**config.mk**
```make
export PLATFORM = sky130hd
export DESIGN_NAME = websocket_client_frame_decoder
export DESIGN_NICKNAME = d
export VERILOG_FILES = /design/src/hdl/wscfd_pkg.sv /design/src/hdl/websocket_client_frame_decoder.sv /design/src/hdl/wscfd_front.sv /design/src/hdl/wscfd_queue.sv /design/src/hdl/wscfd_back.sv
export SDC_FILE = /design/constraint.sdc
export NUM_CORES = 1
export LEC_CHECK = 0
export ABC_AREA = 1
export BUFFER_PORTS_ARGS = -buffer_cell sky130_fd_sc_hd__buf_2
export CAP_MARGIN = 20
export CELL_PAD_IN_SITES_DETAIL_PLACEMENT = 1
export CELL_PAD_IN_SITES_GLOBAL_PLACEMENT = 2
export CORE_MARGIN = 1.5
export CORE_UTILIZATION = 40
export DETAILED_ROUTE_END_ITERATION = 10
export MAX_ROUTING_LAYER = met4
export PLACE_DENSITY = 0.83
export SLEW_MARGIN = 20
export SYNTH_ARGS = -nofsm -noshare
export SYNTH_HDL_FRONTEND = slang
export SYNTH_SLANG_ARGS = --single-unit
```
**constraint.sdc**
```tcl
create_clock -name clk -period 10.8 [get_ports clk]
set_clock_uncertainty 0.05 [all_clocks]
set_input_delay 1.08 -clock clk [delete_from_list [all_inputs] [get_ports clk]]
set_output_delay 1.08 -clock clk [all_outputs]
set_load 0.005 [all_outputs]
```
**src/hdl/wscfd_pkg.sv**
```systemverilog
`default_nettype none

package wscfd_pkg;

  // Parser phases
  typedef enum logic [2:0] {
    PH_HDR0    = 3'd0,
    PH_HDR1    = 3'd1,
    PH_EXTLEN  = 3'd2,
    PH_MASK    = 3'd3,
    PH_PAYLOAD = 3'd4,
    PH_STOP    = 3'd5
  } phase_t;

  // Frame opcodes
  localparam logic [3:0] OP_CONT   = 4'h0;
  localparam logic [3:0] OP_TEXT   = 4'h1;
  localparam logic [3:0] OP_BINARY = 4'h2;
  localparam logic [3:0] OP_CLOSE  = 4'h8;
  localparam logic [3:0] OP_PING   = 4'h9;
  localparam logic [3:0] OP_PONG   = 4'hA;

  // Result kinds
  localparam logic [1:0] KIND_DATA  = 2'd0;
  localparam logic [1:0] KIND_PING  = 2'd1;
  localparam logic [1:0] KIND_CLOSE = 2'd2;
  localparam logic [1:0] KIND_ERROR = 2'd3;

  // Message types
  localparam logic [1:0] MSG_NONE = 2'd0;

  // Seven-bit length codes that announce an extended length
  localparam logic [6:0] LEN_EXT16 = 7'd126;
  localparam logic [6:0] LEN_EXT64 = 7'd127;

  localparam logic [3:0] EXT16_BYTES = 4'd2;
  localparam logic [3:0] EXT64_BYTES = 4'd8;

  localparam logic [23:0] MAX_MESSAGE_RESET = 24'h80_0000;
  localparam int          QUEUE_DEPTH       = 4;

  // One classified beat on its way from the parser to the output stage
  typedef struct packed {
    logic [1:0] kind;
    logic       has_byte;
    logic [7:0] raw_byte;
    logic [7:0] key_byte;
    logic       last;
    logic [1:0] message_type;
  } entry_t;

endpackage

`default_nettype wire

```
**src/hdl/websocket_client_frame_decoder.sv**
```systemverilog
// WebSocket client frame decoder.
// Input channel: one stream byte per beat on in_valid / in_stall / stream_byte.
// Output channel: at most one result beat per input byte on out_valid / out_stall
// with kind, has_byte, payload_byte, last and message_type. Header, length and
// mask bytes normally give no result; payload bytes of data, ping and the first
// two of close give one each; errors give a single kind 3 beat.
// Configuration: cfg_we writes cfg_wdata into the 24-bit message size limit.
// Throughput: one byte per cycle while in_stall is low. The parser classifies
// each byte in the cycle it is taken; a result then passes queue and output register.
// A small queue (QueueDepth beats) sits between parser and output register, so
// in_stall rises only when that queue is full while the receiver stalls.
// Reset (rst, synchronous): parser waits for the first header byte, no message
// is open, the limit returns to 8 MiB, queue and output register are emptied.
// After an error or a finished close the parser drops every byte until reset.
`default_nettype none

module websocket_client_frame_decoder #(
  parameter int QueueDepth = wscfd_pkg::QUEUE_DEPTH
) (
  input  wire logic        clk,
  input  wire logic        rst,
  input  wire logic        in_valid,
  output logic             in_stall,
  input  wire logic [7:0]  stream_byte,
  input  wire logic        cfg_we,
  input  wire logic [23:0] cfg_wdata,
  output logic             out_valid,
  input  wire logic        out_stall,
  output logic [1:0]       kind,
  output logic             has_byte,
  output logic [7:0]       payload_byte,
  output logic             last,
  output logic [1:0]       message_type
);

  logic              push;
  logic              pop;
  logic              full;
  logic              head_valid;
  wscfd_pkg::entry_t entry;
  wscfd_pkg::entry_t head;

  assign in_stall = full;

  wscfd_front u_front (
    .clk         (clk),
    .rst         (rst),
    .in_valid    (in_valid),
    .in_stall    (in_stall),
    .stream_byte (stream_byte),
    .cfg_we      (cfg_we),
    .cfg_wdata   (cfg_wdata),
    .push        (push),
    .entry       (entry)
  );

  wscfd_queue #(
    .Depth (QueueDepth)
  ) u_queue (
    .clk        (clk),
    .rst        (rst),
    .push       (push),
    .push_entry (entry),
    .pop        (pop),
    .full       (full),
    .not_empty  (head_valid),
    .head       (head)
  );

  wscfd_back u_back (
    .clk          (clk),
    .rst          (rst),
    .head_valid   (head_valid),
    .head         (head),
    .pop          (pop),
    .out_valid    (out_valid),
    .out_stall    (out_stall),
    .kind         (kind),
    .has_byte     (has_byte),
    .payload_byte (payload_byte),
    .last         (last),
    .message_type (message_type)
  );

endmodule

`default_nettype wire

```
**src/hdl/wscfd_front.sv**
```systemverilog
`default_nettype none

module wscfd_front (
  input  wire logic              clk,
  input  wire logic              rst,
  input  wire logic              in_valid,
  input  wire logic              in_stall,
  input  wire logic [7:0]        stream_byte,
  input  wire logic              cfg_we,
  input  wire logic [23:0]       cfg_wdata,
  output logic                   push,
  output wscfd_pkg::entry_t      entry
);

  wscfd_pkg::phase_t phase, phase_next;

  logic [23:0] max_message_bytes;
  logic        frame_final;
  logic [3:0]  frame_opcode;
  logic [3:0]  length_bytes_left;
  logic [63:0] frame_length;
  logic [31:0] mask_key;
  logic [1:0]  mask_position;
  logic [1:0]  close_bytes_sent;
  logic [1:0]  message_kind;
  logic [23:0] message_length;
  logic [23:0] payload_left;

  logic        take;
  logic [3:0]  op;
  logic        op_ok;
  logic        is_data_op;
  logic        hdr_masked;
  logic [6:0]  len7;
  logic        len_ext;
  logic [3:0]  lbl_dec;
  logic [63:0] cand_length;
  logic        length_check;
  logic [24:0] sum_length;
  logic        length_fail;
  logic        mask_done;
  logic        zero_payload;
  logic [23:0] left_dec;
  logic        payload_end;
  logic [1:0]  close_inc;
  logic        close_last;
  logic [7:0]  key_byte;
  logic        res_valid;
  wscfd_pkg::entry_t res;

  assign take = in_valid && !in_stall;

  // Decode the current byte
  assign op    = stream_byte[3:0];
  assign op_ok = (op == wscfd_pkg::OP_CONT && message_kind != wscfd_pkg::MSG_NONE) ||
                 ((op == wscfd_pkg::OP_TEXT || op == wscfd_pkg::OP_BINARY) &&
                  message_kind == wscfd_pkg::MSG_NONE) ||
                 op == wscfd_pkg::OP_CLOSE || op == wscfd_pkg::OP_PING ||
                 op == wscfd_pkg::OP_PONG;
  assign is_data_op = (frame_opcode == wscfd_pkg::OP_CONT) ||
                      (frame_opcode == wscfd_pkg::OP_TEXT) ||
                      (frame_opcode == wscfd_pkg::OP_BINARY);
  assign hdr_masked = stream_byte[7];
  assign len7       = stream_byte[6:0];
  assign len_ext    = (len7 == wscfd_pkg::LEN_EXT16) || (len7 == wscfd_pkg::LEN_EXT64);
  assign lbl_dec    = (length_bytes_left == 4'd0) ? 4'd0 : length_bytes_left - 4'd1;

  // Length as it stands after this byte
  assign cand_length = (phase == wscfd_pkg::PH_HDR1) ? {57'd0, len7}
                                                      : {frame_length[55:0], stream_byte};
  assign length_check = ((phase == wscfd_pkg::PH_HDR1) && hdr_masked && !len_ext) ||
                        ((phase == wscfd_pkg::PH_EXTLEN) && lbl_dec == 4'd0);

  // Frame limit, then message limit; the sum only matters once the frame fits in 24 bits
  assign sum_length  = {1'b0, message_length} + {1'b0, cand_length[23:0]};
  assign length_fail = (|cand_length[63:24]) || (cand_length[23:0] > max_message_bytes) ||
                       (sum_length > {1'b0, max_message_bytes});

  assign mask_done    = (phase == wscfd_pkg::PH_MASK) && (mask_position == 2'd3);
  assign zero_payload = (payload_left == 24'd0);
  assign left_dec     = payload_left - 24'd1;
  assign payload_end  = (left_dec == 24'd0);
  assign close_inc    = close_bytes_sent + 2'd1;
  assign close_last   = payload_end || (close_inc >= 2'd2);

  // Pick the mask byte for this payload position
  always_comb begin
    case (mask_position)
      2'd0:    key_byte = mask_key[31:24];
      2'd1:    key_byte = mask_key[23:16];
      2'd2:    key_byte = mask_key[15:8];
      default: key_byte = mask_key[7:0];
    endcase
  end

  // Next phase
  always_comb begin
    phase_next = phase;
    case (phase)
      wscfd_pkg::PH_HDR0: begin
        phase_next = op_ok ? wscfd_pkg::PH_HDR1 : wscfd_pkg::PH_STOP;
      end
      wscfd_pkg::PH_HDR1: begin
        if (!hdr_masked) begin
          phase_next = wscfd_pkg::PH_STOP;
        end else if (len_ext) begin
          phase_next = wscfd_pkg::PH_EXTLEN;
        end else begin
          phase_next = length_fail ? wscfd_pkg::PH_STOP : wscfd_pkg::PH_MASK;
        end
      end
      wscfd_pkg::PH_EXTLEN: begin
        if (length_check) begin
          phase_next = length_fail ? wscfd_pkg::PH_STOP : wscfd_pkg::PH_MASK;
        end
      end
      wscfd_pkg::PH_MASK: begin
        if (mask_done) begin
          if (!zero_payload) begin
            phase_next = wscfd_pkg::PH_PAYLOAD;
          end else if (frame_opcode == wscfd_pkg::OP_CLOSE) begin
            phase_next = wscfd_pkg::PH_STOP;
          end else begin
            phase_next = wscfd_pkg::PH_HDR0;
          end
        end
      end
      wscfd_pkg::PH_PAYLOAD: begin
        if (frame_opcode == wscfd_pkg::OP_CLOSE && close_last) begin
          phase_next = wscfd_pkg::PH_STOP;
        end else if (payload_end) begin
          phase_next = wscfd_pkg::PH_HDR0;
        end
      end
      default: phase_next = wscfd_pkg::PH_STOP;
    endcase
  end

  // Result of this byte
  always_comb begin
    res_valid        = 1'b0;
    res.kind         = wscfd_pkg::KIND_ERROR;
    res.has_byte     = 1'b0;
    res.raw_byte     = stream_byte;
    res.key_byte     = key_byte;
    res.last         = 1'b0;
    res.message_type = wscfd_pkg::MSG_NONE;
    case (phase)
      wscfd_pkg::PH_HDR0: begin
        res_valid = !op_ok;
      end
      wscfd_pkg::PH_HDR1: begin
        res_valid = !hdr_masked || (length_check && length_fail);
      end
      wscfd_pkg::PH_EXTLEN: begin
        res_valid = length_check && length_fail;
      end
      wscfd_pkg::PH_MASK: begin
        if (mask_done && zero_payload) begin
          res.last = 1'b1;
          case (frame_opcode)
            wscfd_pkg::OP_CLOSE: begin
              res_valid = 1'b1;
              res.kind  = wscfd_pkg::KIND_CLOSE;
            end
            wscfd_pkg::OP_PING: begin
              res_valid = 1'b1;
              res.kind  = wscfd_pkg::KIND_PING;
            end
            wscfd_pkg::OP_PONG: begin
              res_valid = 1'b0;
            end
            default: begin
              res_valid        = frame_final;
              res.kind         = wscfd_pkg::KIND_DATA;
              res.message_type = message_kind;
            end
          endcase
        end
      end
      wscfd_pkg::PH_PAYLOAD: begin
        res.has_byte = 1'b1;
        case (frame_opcode)
          wscfd_pkg::OP_CLOSE: begin
            res_valid = 1'b1;
            res.kind  = wscfd_pkg::KIND_CLOSE;
            res.last  = close_last;
          end
          wscfd_pkg::OP_PING: begin
            res_valid = 1'b1;
            res.kind  = wscfd_pkg::KIND_PING;
            res.last  = payload_end;
          end
          wscfd_pkg::OP_PONG: begin
            res_valid = 1'b0;
          end
          default: begin
            res_valid        = 1'b1;
            res.kind         = wscfd_pkg::KIND_DATA;
            res.last         = payload_end && frame_final;
            res.message_type = message_kind;
          end
        endcase
      end
      default: res_valid = 1'b0;
    endcase
  end

  assign push  = take && res_valid;
  assign entry = res;

  // Limit register
  always_ff @(posedge clk) begin
    if (rst) begin
      max_message_bytes <= wscfd_pkg::MAX_MESSAGE_RESET;
    end else if (cfg_we) begin
      max_message_bytes <= cfg_wdata;
    end
  end

  // Phase register
  always_ff @(posedge clk) begin
    if (rst) begin
      phase <= wscfd_pkg::PH_HDR0;
    end else if (take) begin
      phase <= phase_next;
    end
  end

  // Frame and message bookkeeping
  always_ff @(posedge clk) begin
    if (rst) begin
      frame_final       <= 1'b0;
      frame_opcode      <= wscfd_pkg::OP_CONT;
      length_bytes_left <= 4'd0;
      frame_length      <= 64'd0;
      mask_key          <= 32'd0;
      mask_position     <= 2'd0;
      close_bytes_sent  <= 2'd0;
      message_kind      <= wscfd_pkg::MSG_NONE;
      message_length    <= 24'd0;
      payload_left      <= 24'd0;
    end else if (take) begin
      case (phase)
        wscfd_pkg::PH_HDR0: begin
          frame_final  <= stream_byte[7];
          frame_opcode <= op;
          if (op_ok && (op == wscfd_pkg::OP_TEXT || op == wscfd_pkg::OP_BINARY)) begin
            message_kind   <= op[1:0];
            message_length <= 24'd0;
          end
        end
        wscfd_pkg::PH_HDR1, wscfd_pkg::PH_EXTLEN: begin
          if (phase == wscfd_pkg::PH_HDR1 && len_ext) begin
            length_bytes_left <= (len7 == wscfd_pkg::LEN_EXT16) ? wscfd_pkg::EXT16_BYTES
                                                               : wscfd_pkg::EXT64_BYTES;
            frame_length      <= 64'd0;
          end else begin
            if (phase == wscfd_pkg::PH_EXTLEN) begin
              length_bytes_left <= lbl_dec;
            end
            frame_length <= cand_length;
          end
          // Open the mask phase once the length passes
          if (length_check && !length_fail) begin
            if (is_data_op) begin
              message_length <= sum_length[23:0];
            end
            mask_key      <= 32'd0;
            mask_position <= 2'd0;
            payload_left  <= cand_length[23:0];
          end
        end
        wscfd_pkg::PH_MASK: begin
          mask_key      <= {mask_key[23:0], stream_byte};
          mask_position <= mask_position + 2'd1;
          if (mask_done) begin
            close_bytes_sent <= 2'd0;
            if (zero_payload && is_data_op && frame_final) begin
              message_kind   <= wscfd_pkg::MSG_NONE;
              message_length <= 24'd0;
            end
          end
        end
        wscfd_pkg::PH_PAYLOAD: begin
          mask_position <= mask_position + 2'd1;
          payload_left  <= left_dec;
          if (frame_opcode == wscfd_pkg::OP_CLOSE) begin
            close_bytes_sent <= close_inc;
          end
          if (is_data_op && payload_end && frame_final) begin
            message_kind   <= wscfd_pkg::MSG_NONE;
            message_length <= 24'd0;
          end
        end
        default: begin
          frame_final <= frame_final;
        end
      endcase
    end
  end

  // An error beat always leaves the parser stopped
  a_error_stops: assert property (@(posedge clk) disable iff (rst)
    (push && entry.kind == wscfd_pkg::KIND_ERROR) |=> (phase == wscfd_pkg::PH_STOP))
    else $error("parser not stopped after error beat");

  // A stopped parser stays stopped and stays silent
  a_stop_holds: assert property (@(posedge clk) disable iff (rst)
    (phase == wscfd_pkg::PH_STOP) |=> (phase == wscfd_pkg::PH_STOP) && !push)
    else $error("parser left stop or produced a beat");

  // Payload only runs with bytes left to count
  a_payload_count: assert property (@(posedge clk) disable iff (rst)
    (phase == wscfd_pkg::PH_PAYLOAD) |-> (payload_left != 24'd0))
    else $error("payload phase with zero bytes left");

endmodule

`default_nettype wire

```
**src/hdl/wscfd_queue.sv**
```systemverilog
`default_nettype none

module wscfd_queue #(
  parameter int Depth = wscfd_pkg::QUEUE_DEPTH
) (
  input  wire logic              clk,
  input  wire logic              rst,
  input  wire logic              push,
  input  wire wscfd_pkg::entry_t push_entry,
  input  wire logic              pop,
  output logic                   full,
  output logic                   not_empty,
  output wscfd_pkg::entry_t      head
);

  localparam int PtrW = $clog2(Depth);
  localparam int CntW = $clog2(Depth + 1);

  wscfd_pkg::entry_t slots [Depth];

  logic [PtrW-1:0] wr_ptr;
  logic [PtrW-1:0] rd_ptr;
  logic [CntW-1:0] count;

  assign full      = (count == CntW'(Depth));
  assign not_empty = (count != '0);
  assign head      = slots[rd_ptr];

  // Store incoming beats
  always_ff @(posedge clk) begin
    if (push) begin
      slots[wr_ptr] <= push_entry;
    end
  end

  // Advance pointers and occupancy
  always_ff @(posedge clk) begin
    if (rst) begin
      wr_ptr <= '0;
      rd_ptr <= '0;
      count  <= '0;
    end else begin
      if (push) begin
        wr_ptr <= (wr_ptr == PtrW'(Depth - 1)) ? '0 : wr_ptr + PtrW'(1);
      end
      if (pop) begin
        rd_ptr <= (rd_ptr == PtrW'(Depth - 1)) ? '0 : rd_ptr + PtrW'(1);
      end
      case ({push, pop})
        2'b10:   count <= count + CntW'(1);
        2'b01:   count <= count - CntW'(1);
        default: count <= count;
      endcase
    end
  end

  a_no_overflow: assert property (@(posedge clk) disable iff (rst)
    push |-> (!full || pop))
    else $error("push into full queue");

  a_no_underflow: assert property (@(posedge clk) disable iff (rst)
    pop |-> not_empty)
    else $error("pop from empty queue");

endmodule

`default_nettype wire

```
**src/hdl/wscfd_back.sv**
```systemverilog
`default_nettype none

module wscfd_back (
  input  wire logic              clk,
  input  wire logic              rst,
  input  wire logic              head_valid,
  input  wire wscfd_pkg::entry_t head,
  output logic                   pop,
  output logic                   out_valid,
  input  wire logic              out_stall,
  output logic [1:0]             kind,
  output logic                   has_byte,
  output logic [7:0]             payload_byte,
  output logic                   last,
  output logic [1:0]             message_type
);

  logic [7:0] unmasked;

  // Load a new beat whenever the output register is empty or being taken
  assign pop      = head_valid && (!out_valid || !out_stall);
  assign unmasked = head.has_byte ? (head.raw_byte ^ head.key_byte) : 8'd0;

  always_ff @(posedge clk) begin
    if (rst) begin
      out_valid <= 1'b0;
    end else if (!out_valid || !out_stall) begin
      out_valid <= head_valid;
    end
  end

  // Hold the payload while stalled
  always_ff @(posedge clk) begin
    if (pop) begin
      kind         <= head.kind;
      has_byte     <= head.has_byte;
      payload_byte <= unmasked;
      last         <= head.last;
      message_type <= head.message_type;
    end
  end

  a_zero_without_byte: assert property (@(posedge clk) disable iff (rst)
    pop |=> (has_byte || payload_byte == 8'd0))
    else $error("payload byte set on a beat without a byte");

endmodule

`default_nettype wire
```
==> results of run 1 <==
## where the power goes
| group | switching [W] | internal [W] |
|---|---|---|
| clock | 0.000477 | 0.000712 |
| combinational | 0.00123 | 0.000541 |
| sequential | 0.000102 | 0.00134 |
| total | 0.00180 | 0.00259 |
## Yosys cell counts (24+ instances only)
library cell and n:
a21oi_1 196, clkbuf_1 62, dfxtp_1 188, edfxtp_1 102
ha_1 68, inv_1 219, nand2_1 469, nand3_1 146
nand4_1 24, nor2_1 272, o21ai_0 167, o22ai_1 25
xor2_1 25
## cell families after synthesis
group,Yosys count,synth area share [%]
simple gates,972,25.7
xor+xnor,31,1.72
fa+ha+maj,70,5.65
buf+inv,321,8.09
compound gates,450,15.6
flops,290,43.3
## registers in the layout, indices dropped and copies added, names as in the netlist, named ones only
register                   cells
u_front.length_bytes_left      4
u_back.payload_byte            8
u_front.frame_final            1
u_front.frame_opcode           4
u_front.payload_left          24
u_front.mask_position          2
u_queue.count                  3
u_front.frame_length          56
u_back.last                    1
u_front.message_length        24
u_front.phase                  3
u_front.mask_key              32
u_back.out_valid               1
u_back.has_byte                1
u_front.message_kind           2
u_back.message_type            2
u_queue.slots                 88
u_front.max_message_bytes     24
u_back.kind                    2
u_queue.rd_ptr                 2
u_front.close_bytes_sent       2
u_queue.wr_ptr                 2
## cells in the final DEF, fill, tap and decap left out, types with 3 or more instances in the layout
cell type  instances
a211oi_1          17
a21o_1             4
a21oi_1          196
a221oi_1           4
a31oi_1            5
and2_1             5
buf_2             51
buf_4             21
clkbuf_1           9
clkbuf_16         36
clkbuf_8           7
clkinv_1           4
clkinv_2           4
dfxtp_1          188
edfxtp_1         102
ha_1              68
inv_1            219
inv_2              5
nand2_1          469
nand2_2            3
nand3_1          146
nand3b_1          11
nand4_1           24
nor2_1           267
nor2_2             6
nor3_1            21
nor4_1             9
o211a_1            3
o21a_1            10
o21ai_0          167
o21bai_1           5
o22ai_1           25
xnor2_1            6
xor2_1            25
## how the worst max path moves through the flow
stage	startpoint	endpoint	slack [ps]	cells past startpoint
after floorplan	stream_byte[1]	u_queue.slots[0][0]$_DFFE_PP_	5270	32
after global placement	stream_byte[1]	u_queue.slots[1][9]$_DFFE_PP_	4150	32
after detailed placement	stream_byte[1]	u_queue.count[2]$_SDFFE_PP0P_	4280	38
after CTS	u_front.phase[2]$_SDFFE_PP0P_	u_queue.count[2]$_SDFFE_PP0P_	4600	33
after global routing	u_front.phase[2]$_SDFFE_PP0P_	u_queue.count[2]$_SDFFE_PP0P_	4000	32
final	u_front.phase[2]$_SDFFE_PP0P_	u_queue.count[2]$_SDFFE_PP0P_	4710	34
## area by class of cell
| class | instances | share of cell area (%) |
|---|---|---|
| Clock inverter | 12 | 0.732 |
| Sequential cell | 290 | 38.8 |
| Tap cell | 518 | 3.68 |
| Multi-Input combinational cell | 1523 | 43.7 |
| Timing Repair Buffer | 72 | 2.35 |
| Antenna cell | 1 | 0.0142 |
| Inverter | 226 | 4.82 |
| Clock buffer | 52 | 5.86 |
## critical path: cells and delay by family, from the launching register on
family                   cells  cell delay [ps]
XOR/XNOR                     1              330
AND/OR/NAND/NOR             20             2530
AO/OA/AOI/OAI                5              850
flip-flops                   1              400
adder cells (fa/ha/maj)      3              890
buffers and inverters        5              900
## routing by layer
layer,GRT usage [%],part of all wire (%),wire length (µm),up-vias
met5,-,0,0,-
met1,31.8,45,23000,6873
met4,8.29,3.0,1560,0
met3,3.68,3.2,1640,73
met2,46.0,49,25200,206
li1,-,-,-,7139
## per-stage QoR
stage / instance area (µm²) / worst slack [ps] / instances
global route: 17600 / 4000 / 2694
finish: 17600 / 4710 / 2694
detailed placement: 16400 / 4280 / 2629
global placement: 16400 / 4150 / 2629
CTS: 17600 / 4600 / 2693
floorplan: 15800 / 5270 / 2134
==> key figures, run 1 <==
Yosys
  • Gate Count Post-Synth: 2134
  • Seq/Total Area, Yosys: 43.3%
  • #FFs+latches synth: 290
  • Syn nets: 2241
  • Yosys top cell by area: dfxtp_1
  • Mean Syn Cell Area: 7.39 µm²
  • Most used DFF post-synth: dfxtp_1
  • Top area cells in the synthesized netlist: dfxtp_1 (24%), edfxtp_1 (19%), nand2_1 (11%)
  • Syn Std Cell Area: 15800 µm²
  • Synth Warn #: 0
  • Post-synth EDFFs: around 100
  • Area share of the largest cell type after synthesis: 23.9%
  • Fraction of registers with async set/reset: 0%
  • Yosys cell types: between 50 and 60

Clock network
  • Root Driver: clkbuf_16
  • Clock Path Buffers: 3
  • CTS Hold Bufs: 0
  • CTS tree: done
  • Clk_lat worst skew: between 500 and 600 ps
  • Gates resized, CTS repair: 0
  • Clock-pin slew on the worst setup and hold paths: 60 ps
  • Buffer count from post-CTS setup fixing: 0
  • Total CTS buffers: 35
  • Clock sink total: 290
  • Htree depth: 2

Setup path
  • Slowest cell delay on critical path: 530 ps
  • FF-to-FF Start: u_front.phase[2]$_SDFFE_PP0P_
  • Setup CP Type: reg2reg
  • R2R setup slack: 4710 ps
  • R2r endpoint: u_queue.count[2]$_SDFFE_PP0P_
  • Startpoint types: register
  • Critical path required time: 11170 ps
  • CP Capture Type: register
  • Crit-path max FO: slightly below 60
  • Arrival @ worst endpoint: ~6500 ps
  • Critical-path top delay cell: buf_4
  • Worst Reg-to-Reg Cells: 34
  • CP most frequent cell: nand2_1

Timing
  • Setup TNS: 0 ps
  • Tmin final: 6090 ps
  • Max-Slew Margin vs Limit: 38.5%
  • Hold_ws: 413 ps
  • Crit share post-route: 56.4%
  • RSZ-0062 raised after global routing: false
  • Fmax: 0.164 GHz
  • # setup viols final: 0
  • Actual slew at the worst max-slew pin: just over 900 ps
  • Final slew viol count: 0
  • Final hold vios: 0

Pwr
  • PD cells: 250 nW/µm²
  • LEAKAGE: about 7.5 nW
  • Total power: 0.00440 W
  • Max IR drop VDD: 0.115 mV

Die
  • Site Rows: 72
  • Core area: approximately 39000 µm²
  • Initial core utilization: 40.7%
  • Die W: approximately 200 µm
  • Die Area: 40600 µm²
  • Die Ht: between 200 and 250 µm
  • Io pins: 53

Cells and area
  • Seq. cell area: 6830 µm²
  • FILL cells: 4886
  • Layout cells sized above 1: 6.80%
  • Area of the multi-input gates: 7700 µm²
  • Util after Layout: 45.4%
  • Fin nets: 2255
  • Layout area overhead: 11.6%

Worst hold path
  • Worst Hold End: u_front.mask_key[3]$_SDFFE_PP0P_
  • Worst hold path depth: 2
  • Tightest Hold Check Type: reg2reg
  • Hold Crit Start: u_front.mask_key[3]$_SDFFE_PP0P_

Place
  • I/O Buffers: 52
  • Post-DP HPWL: between 30000 and 40000 µm
  • GPL Wtd Cong: 0.878

Route
  • Initial DRC Count: 735
  • Via count: 14300
  • Avg WL per Cell: 19.1 µm
  • DR pass1 iterations: 5
  • Vias per cell: ~5.3
  • Routed WL: between 50000 and 60000 µm
  • Post-DRT Antenna Nets: 0
  • Residual DRC: 0

Global route
  • Total GRT Usage: 26.5%
  • Grt ovf: 0
  • Initial antenna violation count: 1
  • Largest net degree at the start of global routing: 88
  • First-pass GRT wire length: 82800 µm
  • Vias in the first global route: roughly 15000

Status
  • Outcome: finished, final reports clean

Job
  • Max-cap viol count: 0
Note: power is estimated with default switching activity, not from simulation.
==> run 2, diff against run 1 <==
--- a/config.mk
+++ b/config.mk
@@ -5,7 +5,7 @@
 export SDC_FILE = /design/constraint.sdc
 export NUM_CORES = 1
 export LEC_CHECK = 0
-export ABC_AREA = 1
+export ABC_AREA = 0
 export BUFFER_PORTS_ARGS = -buffer_cell sky130_fd_sc_hd__buf_2
 export CAP_MARGIN = 20
 export CELL_PAD_IN_SITES_DETAIL_PLACEMENT = 1
@@ -14,7 +14,7 @@
 export CORE_UTILIZATION = 40
 export DETAILED_ROUTE_END_ITERATION = 10
 export MAX_ROUTING_LAYER = met4
-export PLACE_DENSITY = 0.83
+export PLACE_DENSITY = 0.77
 export SLEW_MARGIN = 20
 export SYNTH_ARGS = -nofsm -noshare
 export SYNTH_HDL_FRONTEND = slang
==> constraint.sdc (replaced) <==
create_clock -name clk -period 6.4 [get_ports clk]
set_clock_uncertainty 0.05 [all_clocks]
set_input_delay 0.64 -clock clk [delete_from_list [all_inputs] [get_ports clk]]
set_output_delay 0.64 -clock clk [all_outputs]
set_load 0.005 [all_outputs]
==> run 2 against run 1 <==
Against the previous run: fmax rose by 1.1%; setup slack got worse by 4300 ps; clock power rose by 66%; critical path type unchanged; largest cell class unchanged; highest routed layer unchanged.
==> key figures, run 2 <==
Status
  • Outcome: finished, final reports clean

Cells and area
  • Max FFs per register: slightly below 90
  • Most common cell after layout, fill and taps aside: nor2_1
  • Fin nets: 1738
  • Layout area overhead: 13.5%
  • Layout cells sized above 1: 12.3%
  • Most frequent cells in the layout: nor2_1 (201), dfxtp_1 (188), edfxtp_1 (102)
  • Design Area, Final: 17300 µm²
  • Regs by FF count: u_queue.slots x88, u_front.frame_length x56, u_front.mask_key x32
  • Non-Filler Instances: around 2200
  • FILL cells: around 4300
  • Reg with most FFs: u_queue.slots

Setup path
  • R2r endpoint: u_queue.count[2]$_SDFFE_PP0P_
  • CP Capture Type: register
  • FF-to-FF Start: u_front.phase[1]$_SDFFE_PP0P_
  • Setup CP Type: reg2reg
  • Critical path required time: 6800 ps
  • Startpoint types: register
  • R2R setup slack: ~380 ps
  • Worst Reg-to-Reg Cells: 24
  • Arrival @ worst endpoint: 6420 ps
  • Crit-path max FO: 33

Place
  • GPL Wtd Cong: 0.882
  • Cell total after placement: around 2100
  • Post-place instance area: 16100 µm²
  • I/O Buffers: 52
  • Post-DP HPWL: 32800 µm

Yosys
  • #FFs+latches synth: 290
  • Fraction of registers with async set/reset: 0%
  • Syn nets: ~1700
  • Area share of the largest cell type after synthesis: 24.7%
  • Most used DFF post-synth: dfxtp_1
  • Syn Std Cell Area: 15200 µm²
  • Seq/Total Area, Yosys: 44.8%
  • Top area cells in the synthesized netlist: dfxtp_1 (25%), edfxtp_1 (20%), ha_1 (5.6%)
  • Gate Count Post-Synth: 1610
  • Post-synth EDFFs: about 100
  • Yosys cell types: 88
  • Synth Warn #: 0
  • Top cells by count, synth: nor2_1 (202), dfxtp_1 (188), edfxtp_1 (102), nand2_1 (102), a21oi_1 (92)
  • Mean Syn Cell Area: 9.46 µm²
  • Yosys top cell by area: dfxtp_1
  • Most frequent cell after synthesis: nor2_1

Die
  • Die Ht: 198 µm
  • Initial core utilization: 40.5%
  • Core area: between 30000 and 40000 µm²
  • Site Rows: 71
  • Die W: ~200 µm
  • Die Area: 39200 µm²
  • Io pins: 53

Worst hold path
  • Hold Crit Start: cfg_wdata[23]
  • Tightest Hold Check Type: in2reg
  • Worst Hold End: u_front.max_message_bytes[23]$_SDFFE_PP1P_
  • Worst hold path depth: 3

Clock network
  • Gates resized, CTS repair: 0
  • Clock sink total: 290
  • Root Driver: clkbuf_16
  • Htree depth: 2
  • CTS tree: done
  • Clock Path Buffers: 3
  • Clock-pin slew on the worst setup and hold paths: 60 ps
  • CTS Hold Bufs: 0
  • Buffer count from post-CTS setup fixing: 0
  • Clk_lat worst skew: 540 ps
  • Total CTS buffers: 34

Global route
  • Vias in the first global route: 13000
  • First-pass GRT wire length: 75000 µm
  • Initial antenna violation count: 0
  • Grt ovf: 0
  • Largest net degree at the start of global routing: between 100 and 150
  • Total GRT Usage: between 20% and 30%

Timing
  • Actual slew at the worst max-slew pin: roughly 1100 ps
  • # setup viols final: 0
  • Final hold vios: 0
  • Fmax: 0.166 GHz
  • Tmin final: around 6000 ps
  • Final slew viol count: 0
  • Max-Slew Margin vs Limit: 27.8%
  • Crit share post-route: a little over nine tenths
  • RSZ-0062 raised after global routing: false

Route
  • Via count: between 10000 and 15000
  • Avg WL per Cell: 22.1 µm
  • Residual DRC: 0
  • Vias per cell: 5.80
  • Initial DRC Count: 684
  • Post-DRT Antenna Nets: 0
  • DR pass1 iterations: 6
  • Routed WL: 47800 µm

Job
  • Max-cap viol count: 0

Pwr
  • LEAKAGE: 6.46 nW
  • PD cells: around 340 nW/µm²
  • Max IR drop VDD: 0.233 mV
run 2: cell count changes in the layout (fill, tap and decap cells not counted), moves of 22 or more:
cell | previous run | this run
a22oi_1 | 0 | 89
nand2_1 | 469 | 101
nand3_1 | 146 | 35
o21ai_0 | 167 | 51
xnor2_1 | 6 | 55
mux2i_1 | 0 | 43
nor2_1 | 267 | 201
o22ai_1 | 25 | 3
inv_1 | 219 | 67
a21oi_1 | 196 | 91
run 2: how the worst max path moves through the flow:
stage          cells after the start                                   start  slack (ps)                             to
2_1_floorplan                     29           u_front.phase[1]$_SDFFE_PP0P_         160  u_queue.count[2]$_SDFFE_PP0P_
3_3_place_gp                      26                          stream_byte[0]         -80  u_queue.count[2]$_SDFFE_PP0P_
3_5_place_dp                      26                          stream_byte[0]        -170  u_queue.count[2]$_SDFFE_PP0P_
4_1_cts                           24           u_front.phase[1]$_SDFFE_PP0P_         130  u_queue.count[2]$_SDFFE_PP0P_
5_1_grt                           23  u_front.message_length[7]$_SDFFE_PP0P_          50  u_queue.count[2]$_SDFFE_PP0P_
6_report                          24           u_front.phase[1]$_SDFFE_PP0P_         380  u_queue.count[2]$_SDFFE_PP0P_
run 2: area by class of cell:
cell class | count | area (µm²) | area share, %
antenna | 1 | 2.50 | 0.0145
clock buffer | 44 | 920 | 5.32
timing repair buffer | 97 | 692 | 4.01
sequential | 290 | 6830 | 39.5
clock inverter | 15 | 201 | 1.17
multi-input combinational | 1141 | 7740 | 44.8
inverter | 67 | 251 | 1.46
tap | 511 | 639 | 3.70
run 2: worst max-delay path: stages, from the launching register on:
cell      delay (ps)
dfxtp_1          300
or3b_1           410
buf_12           190
and2_1           310
ha_1             440
a21o_1           210
a21o_1           180
a21o_1           190
a21o_1           180
a221oi_1         340
xnor2_1          200
ha_1             310
a211oi_1         250
o221ai_1         160
a221oi_1         240
a211oi_1         140
o31ai_2          350
a21oi_1          190
inv_1             90
ha_1             160
inv_1             60
fa_1             370
xor2_1           160
or3_1            300
a21oi_1          140
run 2: logic make-up after synthesis:
group	share of synthesized area (%)
flops	44.8
xor+xnor	4.03
mux	4.82
simple gates	17.2
compound gates	18.5
fa+ha+maj	6.05
buf+inv	4.58
run 2: layer usage:
metal / vias up / GRT usage [%] / part of all wire [%]
met3: 66 / 3.56 / 3.9
met1: 6289 / 31.7 / 44
met5: - / - / 0
li1: 5970 / - / -
met4: 0 / 6.70 / 2.1
met2: 238 / 43.3 / 50
run 2: power by group:
part / leakage [nW] / switching (W) / internal, W
Combinational: 3.44 / 0.00102 / 0.000571
Clock: 0.546 / 0.000796 / 0.00118
Sequential: 2.47 / 0.000141 / 0.00211
run 2: metrics by stage:
stage                     power [W]  utilization (%)  setup TNS (ps)  hold slack, ps  worst slack [ps]
after floorplan             0.00329                -               0             386               159
after global placement      0.00384             42.9           -78.1             394             -78.1
after detailed placement    0.00387             42.9            -224             402              -169
after CTS                   0.00587             45.9               0             260               133
after global routing        0.00611             46.0               0             293              47.7
final                       0.00582             46.0               0             279               377
